File: src/rtl/core/dwac_pkg.sv
// Types, register codes and constants of the depth window colouriser.
package dwac_pkg;

  localparam int PIX_W      = 8;
  localparam int POS_W      = 19;
  localparam int POS_CMP_W  = 21;
  localparam int WIN_W      = 5;
  localparam int CFG_IDX_W  = 3;
  localparam int DIV_NUM_W  = 16;
  localparam int DIV_DEN_W  = 8;
  localparam int DIV_CNT_W  = 3;

  localparam logic [PIX_W-1:0] SCALE_MAX = 8'd255;

  typedef struct packed {
    logic [PIX_W-1:0] depth_raw;
    logic [POS_W-1:0] pixel_pos;
    logic             frame_end;
  } pix_in_t;

  typedef struct packed {
    logic [PIX_W-1:0] red;
    logic [PIX_W-1:0] green;
    logic [PIX_W-1:0] blue;
  } pix_out_t;

  typedef enum logic [CFG_IDX_W-1:0] {
    CFG_FAR   = 3'd0,
    CFG_NEAR  = 3'd1,
    CFG_WIN   = 3'd2,
    CFG_WATER = 3'd3,
    CFG_GRASS = 3'd4,
    CFG_HILL  = 3'd5,
    CFG_MODE  = 3'd6
  } cfg_idx_t;

  localparam logic [PIX_W-1:0] FAR_RST   = 8'd150;
  localparam logic [PIX_W-1:0] NEAR_RST  = 8'd161;
  localparam logic [WIN_W-1:0] WIN_RST   = 5'd1;
  localparam logic [PIX_W-1:0] WATER_RST = 8'd26;
  localparam logic [PIX_W-1:0] GRASS_RST = 8'd128;
  localparam logic [PIX_W-1:0] HILL_RST  = 8'd128;
  localparam logic             MODE_RST  = 1'b0;

  localparam logic MODE_GRAY = 1'b0;

  localparam pix_out_t WATER_RGB = '{red: 8'd95,  green: 8'd145, blue: 8'd226};
  localparam pix_out_t GRASS_RGB = '{red: 8'd77,  green: 8'd198, blue: 8'd47};
  localparam pix_out_t HILL_RGB  = '{red: 8'd127, green: 8'd93,  blue: 8'd15};
  localparam pix_out_t PEAK_RGB  = '{red: 8'd247, green: 8'd245, blue: 8'd239};
  localparam pix_out_t EDGE_RGB  = '{red: 8'd255, green: 8'd255, blue: 8'd255};
  localparam pix_out_t BLACK_RGB = '{red: 8'd0,   green: 8'd0,   blue: 8'd0};

  // controller -> datapath
  typedef struct packed {
    logic clr_step;
    logic take;
    logic rd;
    logic div_scale;
    logic row_upd;
    logic acc_step;
    logic div_mean;
    logic out_load;
  } dwac_cmd_t;

  // datapath -> controller
  typedef struct packed {
    logic clr_last;
    logic pos_ok;
    logic div_done;
    logic acc_last;
    logic out_free;
  } dwac_stat_t;

endpackage

File: src/rtl/core/dwac_ctrl.sv
// Sequencing state machine of the depth colouriser.
module dwac_ctrl
  import dwac_pkg::*;
(
  input  logic       clk,
  input  logic       rst,
  input  logic       in_valid,
  output logic       in_ready,
  input  dwac_stat_t stat,
  output dwac_cmd_t  cmd
);

  typedef enum logic [8:0] {
    S_CLEAR = 9'b000000001,
    S_IDLE  = 9'b000000010,
    S_READ  = 9'b000000100,
    S_SCALE = 9'b000001000,
    S_WRITE = 9'b000010000,
    S_ACCUM = 9'b000100000,
    S_DIVM  = 9'b001000000,
    S_WAITM = 9'b010000000,
    S_FIN   = 9'b100000000
  } state_t;

  state_t state, state_next;

  always_ff @(posedge clk) begin
    if (rst) begin
      state <= S_CLEAR;
    end else begin
      state <= state_next;
    end
  end

  assign in_ready = (state == S_IDLE);

  always_comb begin
    state_next = state;
    cmd        = '0;
    unique case (state)
      S_CLEAR: begin
        cmd.clr_step = 1'b1;
        if (stat.clr_last) state_next = S_IDLE;
      end
      S_IDLE: begin
        if (in_valid) begin
          cmd.take   = 1'b1;
          state_next = S_READ;
        end
      end
      S_READ: begin
        cmd.rd        = 1'b1;
        cmd.div_scale = stat.pos_ok;
        state_next    = stat.pos_ok ? S_SCALE : S_FIN;
      end
      S_SCALE: begin
        if (stat.div_done) state_next = S_WRITE;
      end
      S_WRITE: begin
        cmd.row_upd = 1'b1;
        state_next  = S_ACCUM;
      end
      S_ACCUM: begin
        cmd.acc_step = 1'b1;
        if (stat.acc_last) state_next = S_DIVM;
      end
      S_DIVM: begin
        cmd.div_mean = 1'b1;
        state_next   = S_WAITM;
      end
      S_WAITM: begin
        if (stat.div_done) state_next = S_FIN;
      end
      S_FIN: begin
        if (stat.out_free) begin
          cmd.out_load = 1'b1;
          state_next   = S_IDLE;
        end
      end
      default: state_next = S_CLEAR;
    endcase
  end

endmodule

File: config.mk
export PLATFORM = sky130hd
export DESIGN_NAME = dwac_ctrl
export DESIGN_NICKNAME = d
export VERILOG_FILES = /design/src/rtl/core/dwac_pkg.sv /design/src/rtl/core/dwac_ctrl.sv
export SDC_FILE = /design/constraint.sdc
export NUM_CORES = 1
export LEC_CHECK = 0
export ABC_CLOCK_PERIOD_IN_PS = 2400
export BUFFER_PORTS_ARGS = -buffer_cell sky130_fd_sc_hd__buf_4
export CAP_MARGIN = 20
export CORE_MARGIN = 2
export CORE_UTILIZATION = 49
export DETAILED_ROUTE_END_ITERATION = 7
export MAX_ROUTING_LAYER = met4
export PLACE_DENSITY = 0.82
export SYNTH_ARGS = -nofsm -noshare
export SYNTH_HDL_FRONTEND = slang
export SYNTH_SLANG_ARGS = --single-unit
File: constraint.sdc
create_clock -name clk -period 2.4 [get_ports clk]
set_input_delay 0.24 -clock clk [delete_from_list [all_inputs] [get_ports clk]]
set_output_delay 0.24 -clock clk [all_outputs]
set_load 0.01 [all_outputs]
==> key figures, run 1 <==
CTS
  – H-Tree Depth: 1
  – CTS tree: built
  – Hold-fix buffers, CTS: 0
  – Num CTS Buffers: 3
  – Postcts setup bufs: 0
  – CTS sink cnt: 9
  – Clock Pin Slew Worst Setup and Hold Paths: about 0.06 ns
  – Max clock buf depth: 2
  – Skew-Pair Late Insertion Delay: 0.26 ns
  – CTS root buf: clkbuf_4
  – Post_cts resized: 0

Detailed routing
  – Vias after detailed routing: between 600 and 700
  – Final wirelength: between 1500 and 2000 um
  – Met2 WL: approximately 740 um
  – Vias/cell: between 6 and 7
  – Initial drt markers: 29
  – Uppermost layer routed: met4
  – Routed len/inst: 14.5 um
  – M1 WL: 645 um
  – 1st-pass router iterations: 4
  – Met3 WL post-DR: 171 um
  – Post-DRT Antenna Nets: 0
  – DRC viols: 0

Pwr
  – Peak supply drop: 0.000247 V
  – Lkg Pwr: about 0.00032 uW
  – Power Density: approximately 520 nW/um2

Flow run
  – MaxCap Viol Count: 0

Synthesis
  – Register area share after synthesis: 27.9%
  – Post-synth EDFFs: 0
  – Synth Instances: slightly above 80
  – Syn_area_per_cell: just under 8 um2
  – Fraction of registers with async set/reset: 0%
  – Synth cell types: 33
  – Synth Net Count: 90
  – Top_reg_cell synth: dfxtp_1
  – Post-synthesis register bit count: 9
  – Synthesis warning total: 0
  – Synthesized cell area: around 650 um2

Global routing
  – Largest net degree at the start of global routing: 12
  – Vias in the first global route: 548
  – First-pass GRT wire length: roughly 2300 um
  – Initial antenna violation count: 0
  – GRT Residual Overflow: 0
  – GRT Util Overall: approximately 23%

Placed design
  – GPL Wtd Cong: slightly below 1
  – I/O Buffers: 16
  – Detailed Place HPWL: 1170 um
  – DP Worst Slack: between 0.5 and 0.6 ns

STA
  – Worst Slack Setup Final: about 0.34 ns
  – Slew Viols, Final: 0
  – Tmin final: about 2.1 ns
  – Fin. Hold Viols: 0
  – Measured slew at the worst slew-check pin: about 0.66 ns
  – Clk_skew: roughly 0.0034 ns
  – Final setup TNS: 0 ns
  – Crit share post-route: 85.6%
  – Slew headroom: a little under three fifths
  – Maximum clock rate: around 500 MHz
  – # setup viols final: 0
  – RSZ-0062 raised after global routing: no

Setup path
  – R2R depth: 5
  – WP data arrival: between 1.5 and 2 ns
  – Worst Path Max Fanout: 11
  – Critical path class: reg2out
  – Crit path capture type: primary output
  – Startpoint type of the worst setup path: flop
  – Crit path required time: approximately 2.2 ns

Final layout
  – Antenna cells: 0
  – Nets: around 100
  – Max reg flops: 9
  – Largest registers: state: 9 flops
  – Layout cells sized above 1: 24.2%
  – Top reg by flops: state
  – Filler instances: ~120
  – Footprint of the multi-input gates: around 420 um2
  – Register area: 180 um2
  – P&R area growth vs syn: 19.4%

Die
  – Area of the die: 1620 um2
  – Rows: 13
  – Core area: 1270 um2
  – Initial Util: 50.9%
  – Die W: just over 40 um
  – # IOs: 17
  – Die Ht: between 40 and 50 um

Hold path
  – Hold path cells: 2
  – Tightest Hold Check Type: in2reg

Outcome
  – Status: finished, final reports clean
## critical path: stages, from the launching register on
cell	delay [ns]
dfxtp_1	0.40
nor4_1	0.45
nand2_1	0.13
nor4b_1	0.38
buf_4	0.20
## report_power, final
part	leakage, uW	total [uW]	switching (uW)	internal, uW
Combinational	0.000230	108	55.0	52.7
Sequential	0.0000730	173	16.3	157
Clock	0.0000150	117	53.0	64.1
Total	0.000318	398	124	274
## area by class of cell
type / count / share of cell area (%)
Timing Repair Buffer: 16 / 15.6
Inverter: 2 / 0.974
Multi-Input combinational cell: 64 / 54.2
Sequential cell: 9 / 23.4
Clock buffer: 4 / 3.41
Tap cell: 15 / 2.44
## cells in the mapped netlist, drive strengths merged, types with 3 or more instances
| cell | count | area share (%) |
|---|---|---|
| nand2 | 5 | 2.9 |
| nor2 | 14 | 8.1 |
| nor4 | 4 | 3.9 |
| a21oi | 4 | 3.7 |
| nor3 | 3 | 2.3 |
| dfxtp | 9 | 28 |
| and2 | 3 | 2.9 |
| nor4b | 3 | 4.1 |
| or4 | 4 | 5.2 |
| o21ai | 3 | 2.9 |
| buf | 7 | 6.2 |
## final timing paths
path	startpoint	endpoint	slack, ns
max	state[3]$_SDFFE_PP0P_	cmd[3]	0.34
max reg2reg	state[8]$_SDFFE_PP0P_	state[1]$_SDFFE_PP0P_	0.46
min reg2reg	state[8]$_SDFFE_PP0P_	state[8]$_SDFFE_PP0P_	0.65
min	rst	state[8]$_SDFFE_PP0P_	0.20
## layout by cell type, fill, tap and decap left out, types with 4 or more instances in the layout
cell type / count
nand2_1: 5
buf_4: 16
nor4_1: 4
dfxtp_1: 9
nor2_1: 14
## metrics by stage
step,hold WS [ns],instance area [um2],cells,util [%],total power (uW)
after CTS,0.196,771,110,60.7,400
final,0.198,771,110,60.7,398
after global routing,0.196,771,110,60.7,424
after detailed placement,0.476,744,106,58.7,282
after global placement,0.474,744,106,58.7,281
after floorplan,0.403,646,82,-,251
## layer usage
layer  global-route usage (%)  vias up
met3                     5.56        5
li1                         -      325
met1                     27.7      311
met5                        -        -
met4                     10.8        0
met2                     35.5       37
## cells by family after synthesis
family / Yosys count / share of synthesized area [%]
AOI/OAI and AO/OA: 13 / 17.3
muxes: 1 / 1.55
DFF: 9 / 27.9
xor gates and xnor gates: 4 / 5.43
and+or+nand+nor: 46 / 40.5
buffers and inverters: 9 / 7.36
Note: power is estimated with default switching activity, not from simulation.
==> run 2: changes to the inputs <==
--- a/config.mk
+++ b/config.mk
@@ -5,11 +5,12 @@
 export SDC_FILE = /design/constraint.sdc
 export NUM_CORES = 1
 export LEC_CHECK = 0
-export ABC_CLOCK_PERIOD_IN_PS = 2400
+export ABC_CLOCK_PERIOD_IN_PS = 2200
 export BUFFER_PORTS_ARGS = -buffer_cell sky130_fd_sc_hd__buf_4
 export CAP_MARGIN = 20
 export CORE_MARGIN = 2
 export CORE_UTILIZATION = 49
+export CTS_BUF_LIST = sky130_fd_sc_hd__clkbuf_16
 export DETAILED_ROUTE_END_ITERATION = 7
 export MAX_ROUTING_LAYER = met4
 export PLACE_DENSITY = 0.82
==> constraint.sdc (replaced) <==
create_clock -name clk -period 2.2 [get_ports clk]
set_input_delay 0.22 -clock clk [delete_from_list [all_inputs] [get_ports clk]]
set_output_delay 0.22 -clock clk [all_outputs]
set_load 0.01 [all_outputs]
==> key figures, run 2 (synthesis results as in run 1) <==
CTS
  – CTS sink cnt: 9 (unchanged)
  – Skew-Pair Late Insertion Delay: 0.24 ns (-0.02 ns)
  – Post_cts resized: 0 (unchanged)
  – Max clock buf depth: 2 (unchanged)
  – CTS tree: built
  – Clock Pin Slew Worst Setup and Hold Paths: 0.04 ns (-0.02 ns)
  – Postcts setup bufs: 0 (unchanged)
  – Hold-fix buffers, CTS: 0 (unchanged)
  – Num CTS Buffers: 3 (unchanged)
  – CTS root buf: clkbuf_16
  – H-Tree Depth: 1 (unchanged)

Placed design
  – Detailed Place HPWL: 1230 um (+4.7%)
  – DP Worst Slack: 0.259 ns (-0.252 ns)
  – GPL Wtd Cong: 0.916 (-4.9%)
  – I/O Buffers: 16 (unchanged)

STA
  – Clk_skew: 0.000932 ns (-0.00247 ns)
  – Worst Slack Setup Final: 0.141 ns (-0.204 ns)
  – Slew headroom: 51.4% (-4.2 points)
  – Fin. Hold Viols: 0 (unchanged)
  – # setup viols final: 0 (unchanged)
  – Maximum clock rate: just under 500 MHz
  – Slew Viols, Final: 0 (unchanged)
  – Tmin final: between 2 and 2.5 ns
  – Crit share post-route: about 94%
  – Measured slew at the worst slew-check pin: 0.723 ns (+0.0630 ns)
  – RSZ-0062 raised after global routing: no
  – Final setup TNS: 0 ns (unchanged)

Detailed routing
  – Vias/cell: 6.51 (+5.7%)
  – 1st-pass router iterations: 4 (unchanged)
  – Post-DRT Antenna Nets: 0 (unchanged)
  – DRC viols: 0 (unchanged)
  – Routed len/inst: 15.8 um (+8.9%)
  – Final wirelength: 1750 um (+9.9%)
  – Initial drt markers: 24 (-17%)
  – Vias after detailed routing: 723 (+6.6%)

Flow run
  – MaxCap Viol Count: 0 (unchanged)

Pwr
  – Lkg Pwr: 0.000351 uW (+10%)
  – Power Density: 755 nW/um2 (+46%)
  – Peak supply drop: 0.000510 V (+110%)

Final layout
  – Top reg by flops: state
  – Filler instances: 106 (-13%)
  – Footprint of the multi-input gates: 424 um2 (+1.5%)
  – Antenna cells: 0 (unchanged)
  – Nets: 105 (+0.96%)
  – Most frequent cells in the layout: 17 x buf_4, 14 x nor2_1, 9 x dfxtp_1, 5 x nand2_1
  – P&R area growth vs syn: 29.7%
  – Register area: 180 um2 (unchanged)
  – Layout cells sized above 1: 26.0% (+1.8 points)
  – Largest registers: state: 9 flops
  – Most common cell after layout, fill and taps aside: buf_4
  – Max reg flops: 9 (unchanged)

Die
  – Area of the die: 1620 um2 (unchanged)
  – Rows: 13 (unchanged)
  – Die W: 40.3 um (unchanged)
  – Die Ht: 40.3 um (unchanged)
  – # IOs: 17 (unchanged)
  – Initial Util: 50.9% (unchanged)
  – Core area: 1270 um2 (unchanged)

Setup path
  – Critical path class: reg2out
  – Crit path required time: 1.98 ns (-0.18 ns)
  – Startpoint type of the worst setup path: flop
  – Worst Path Max Fanout: 10 (-1)
  – WP data arrival: 1.84 ns (+0.02 ns)
  – Crit path capture type: primary output

Global routing
  – GRT Residual Overflow: 0 (unchanged)
  – Largest net degree at the start of global routing: 12 (unchanged)
  – Initial antenna violation count: 0 (unchanged)
  – GRT Util Overall: 26.9% (+4.0 points)
  – Vias in the first global route: 653 (+19%)
  – First-pass GRT wire length: 2750 um (+18%)

Hold path
  – Tightest Hold Check Type: in2reg

Outcome
  – Status: finished, final reports clean
## run 2: changes by cell type in the layout (fill, tap and decap cells not counted)
cell       delta
clkbuf_16     +3
clkbuf_4      -3
buf_4         +1
clkbuf_1      -1
inv_1         +1
nor4_1        -1
nor4_2        +1
## run 2: per-layer routing
metal  GRT usage (%)  wire [um]  up-vias
met4            18.3         58        0
met1            31.4        678      327
met3            3.89        169       11
li1                -          -      333
met5               -          0        -
met2            42.3        845       52
## run 2: final cells by class
cell class | instances | share of cell area (%)
Sequential cell | 9 | 21.5
Inverter | 2 | 0.897
Clock buffer | 3 | 8.97
Multi-Input combinational cell | 64 | 50.7
Clock inverter | 1 | 0.448
Tap cell | 15 | 2.24
Timing Repair Buffer | 17 | 15.2
## run 2: per-stage QoR
step                std cells  hold slack (ns)  utilization, %  power, uW  cell area [um2]
detailed placement        107            0.459            59.3        310              752
CTS                       111            0.213            65.5        632              831
finish                    111            0.214            66.0        632              837
floorplan                  82            0.383               -        274              646
global placement          107            0.457            59.3        308              752
global route              111            0.221            66.0        662              837
## run 2: report_power, final
group / internal (uW) / total, uW / switching [uW]
registers: 172 / 195 / 22.4
clock network: 238 / 318 / 80.7
logic: 58.6 / 119 / 60.1
total: 468 / 632 / 163
## run 2: path summary, 6_finish.rpt
check / from / end / slack, ns / cells after the start
setup reg to reg: state[0]$_SDFFE_PP1P_ / state[8]$_SDFFE_PP0P_ / 0.22 / 5
hold / removal: rst / state[8]$_SDFFE_PP0P_ / 0.21 / 2
setup / recovery: state[8]$_SDFFE_PP0P_ / cmd[4] / 0.14 / 5
hold reg to reg: state[8]$_SDFFE_PP0P_ / state[8]$_SDFFE_PP0P_ / 0.65 / 2
## run 2: worst max-delay path, cell delays in order (launching register included)
cell,delay [ns]
dfxtp_1,0.42
nor3_1,0.43
and2_1,0.25
and3_1,0.24
and2_1,0.15
buf_4,0.11
==> run 3: changes to the inputs <==
--- a/config.mk
+++ b/config.mk
@@ -6,14 +6,14 @@
 export NUM_CORES = 1
 export LEC_CHECK = 0
 export ABC_CLOCK_PERIOD_IN_PS = 2200
-export BUFFER_PORTS_ARGS = -buffer_cell sky130_fd_sc_hd__buf_4
 export CAP_MARGIN = 20
-export CORE_MARGIN = 2
-export CORE_UTILIZATION = 49
+export CORE_AREA = 3 3 40 42
 export CTS_BUF_LIST = sky130_fd_sc_hd__clkbuf_16
 export DETAILED_ROUTE_END_ITERATION = 7
+export DIE_AREA = 0 0 43 45
+export DONT_BUFFER_PORTS = 1
 export MAX_ROUTING_LAYER = met4
-export PLACE_DENSITY = 0.82
+export PLACE_DENSITY = 0.7
 export SYNTH_ARGS = -nofsm -noshare
 export SYNTH_HDL_FRONTEND = slang
 export SYNTH_SLANG_ARGS = --single-unit
==> key figures, run 3 (synthesis results as in run 1) <==
Setup path
  – WP data arrival: 1.75 ns (-0.09 ns)
  – Startpoint type of the worst setup path: flop
  – Critical path class: reg2out
  – Crit path capture type: primary output
  – CP top delay family: simple AND/OR/NAND/NOR gates
  – Crit path largest cell delay: 0.51 ns (+0.08 ns)
  – Worst Path Max Fanout: 11 (+1)
  – Buf+Inv Stages, Crit Path: 1 (unchanged)
  – Crit path required time: 1.98 ns (about the same)
  – Crit path cell chain: nor4_1 -> nand2_1 -> nor4b_1 -> buf_4
  – Slowest cell on crit path: nor4_1

Placed design
  – I/O Buffers: 0 (-16)
  – Detailed Place HPWL: 1210 um (-1.7%)
  – Placed inst area: 639 um2 (-15%)
  – GPL Wtd Cong: 0.861 (-6.0%)

STA
  – Slew Viols, Final: 0 (unchanged)
  – Tmin final: 1.97 ns (-0.0865 ns)
  – Maximum clock rate: 507 MHz (+4.4%)
  – Crit share post-route: 89.7% (-3.9 points)
  – Fin. Hold Viols: 0 (unchanged)
  – # setup viols final: 0 (unchanged)
  – Slew headroom: 66.1% (+15 points)
  – Clk_skew: 0.00305 ns (+0.00211 ns)
  – Final setup TNS: 0 ns (unchanged)
  – RSZ-0062 raised after global routing: no
  – Measured slew at the worst slew-check pin: 0.504 ns (-0.219 ns)

Global routing
  – GRT Residual Overflow: 0 (unchanged)
  – GRT Util Overall: 17.4% (-9.5 points)
  – Busiest grt layer: met2
  – Met2 Track Usage GR: 28.1% (-14 points)
  – First-pass GRT wire length: 2370 um (-14%)
  – Vias in the first global route: 579 (-11%)
  – Largest net degree at the start of global routing: 12 (unchanged)
  – Met3 GRT Util: 3.59% (-0.30 points)
  – Initial antenna violation count: 0 (unchanged)
  – Met1 usage: 17.7% (-14 points)

Die
  – # IOs: 17 (unchanged)
  – Area of the die: 1940 um2 (+19%)
  – Rows: 13 (unchanged)
  – Die W: 43 um (+6.7%)
  – Initial Util: 50.2% (-0.64 points)
  – Die Ht: 45 um (+12%)
  – Core area: 1280 um2 (+1.3%)

CTS
  – Postcts setup bufs: 0 (unchanged)
  – Num CTS Buffers: 3 (unchanged)
  – Max clock buf depth: 2 (unchanged)
  – Skew-Pair Late Insertion Delay: 0.24 ns (about the same)
  – Clock Pin Slew Worst Setup and Hold Paths: 0.04 ns (about the same)
  – H-Tree Depth: 1 (unchanged)
  – Hold-fix buffers, CTS: 0 (unchanged)
  – Post_cts resized: 0 (unchanged)
  – CTS tree: built
  – CTS sink cnt: 9 (unchanged)
  – CTS root buf: clkbuf_16

Pwr
  – Switching power: 152 uW (-6.6%)
  – Clk pwr share: 53.2% (+2.8 points)
  – Internal power: 451 uW (-3.6%)
  – Combinational power share: 15.2% (-3.6 points)
  – Power Density: 839 nW/um2 (+11%)
  – Peak supply drop: 0.000652 V (+28%)
  – Sequential group share of total power: 31.6% (+0.8 points)
  – Lkg Pwr: 0.000272 uW (-23%)
  – Sw Share: 25.2% (-0.60 points)

Detailed routing
  – DRC viols: 0 (unchanged)
  – Vias/cell: 6.44 (-1.2%)
  – Post-DRT Antenna Nets: 0 (unchanged)
  – 1st-pass router iterations: 4 (unchanged)
  – Initial drt markers: 3 (-88%)
  – Final wirelength: 1540 um (-12%)
  – Vias after detailed routing: 618 (-15%)
  – Routed len/inst: 16.0 um (+1.3%)

Final layout
  – Layout cells sized above 1: 12.3% (-14 points)
  – Most frequent cells in the layout: 14 x nor2_1, 9 x dfxtp_1, 5 x nand2_1, 4 x nor4_1
  – Max reg flops: 9 (unchanged)
  – Largest registers: state: 9 flops
  – Post-route cell area: 719 um2 (-14%)
  – Top reg by flops: state
  – Most common cell after layout, fill and taps aside: nor2_1
  – Antenna cells: 0 (unchanged)
  – Nets: 90 (-14%)
  – P&R area growth vs syn: 11.4%

Outcome
  – Status: finished, final reports clean

Flow run
  – MaxCap Viol Count: 0 (unchanged)

Hold path
  – Tightest Hold Check Type: in2reg
-- run 3: cell count changes in the layout (fill, tap and decap cells not counted), sizes merged --
cell	before	now
buf	17	2
inv	3	2
clkinv	0	1
-- run 3: final timing paths --
path / start / endpoint / slack, ns / cells past startpoint
worst max-delay path: state[3]$_SDFFE_PP0P_ / cmd[3] / 0.23 / 4
worst min register to register: state[8]$_SDFFE_PP0P_ / state[8]$_SDFFE_PP0P_ / 0.63 / 2
worst max register to register: state[0]$_SDFFE_PP1P_ / state[8]$_SDFFE_PP0P_ / 0.27 / 5
worst min-delay path: rst / state[8]$_SDFFE_PP0P_ / 0.04 / 1
-- run 3: power by group through the flow --
stage	registers, uW	clock network [uW]	logic, uW
after floorplan	176	0	97.6
after global placement	194	0	90.3
final	191	321	91.5
after detailed placement	193	0	91.4
after CTS	190	324	91.5
after global routing	192	329	103
-- run 3: through the flow --
| step | util [%] | std cells | hold slack [ns] | total power (uW) | setup slack (ns) |
|---|---|---|---|---|---|
| 3_3_place_gp | 49.8 | 92 | 0.285 | 284 | 0.283 |
| 3_5_place_dp | 49.8 | 92 | 0.288 | 284 | 0.273 |
| 5_1_grt | 56.0 | 96 | 0.0416 | 625 | 0.00856 |
| 4_1_cts | 56.0 | 96 | 0.0411 | 606 | 0.210 |
| 6_report | 56.0 | 96 | 0.0447 | 604 | 0.227 |
| 2_1_floorplan | - | 82 | 0.383 | 274 | 0.376 |
-- run 3: area by class of cell --
class                      count  area [um2]
inverter                       2        7.51
sequential                     9         180
tap                           15        18.8
timing repair buffer           2        15.0
multi-input combinational     64         418
fill                         124         566
clock buffer                   3        75.1
clock inverter                 1        5.00
-- run 3: routing by layer --
layer	vias to the layer above	wire, um
li1	299	-
met1	277	645
met2	35	731
met3	7	110
met4	0	48
met5	-	0
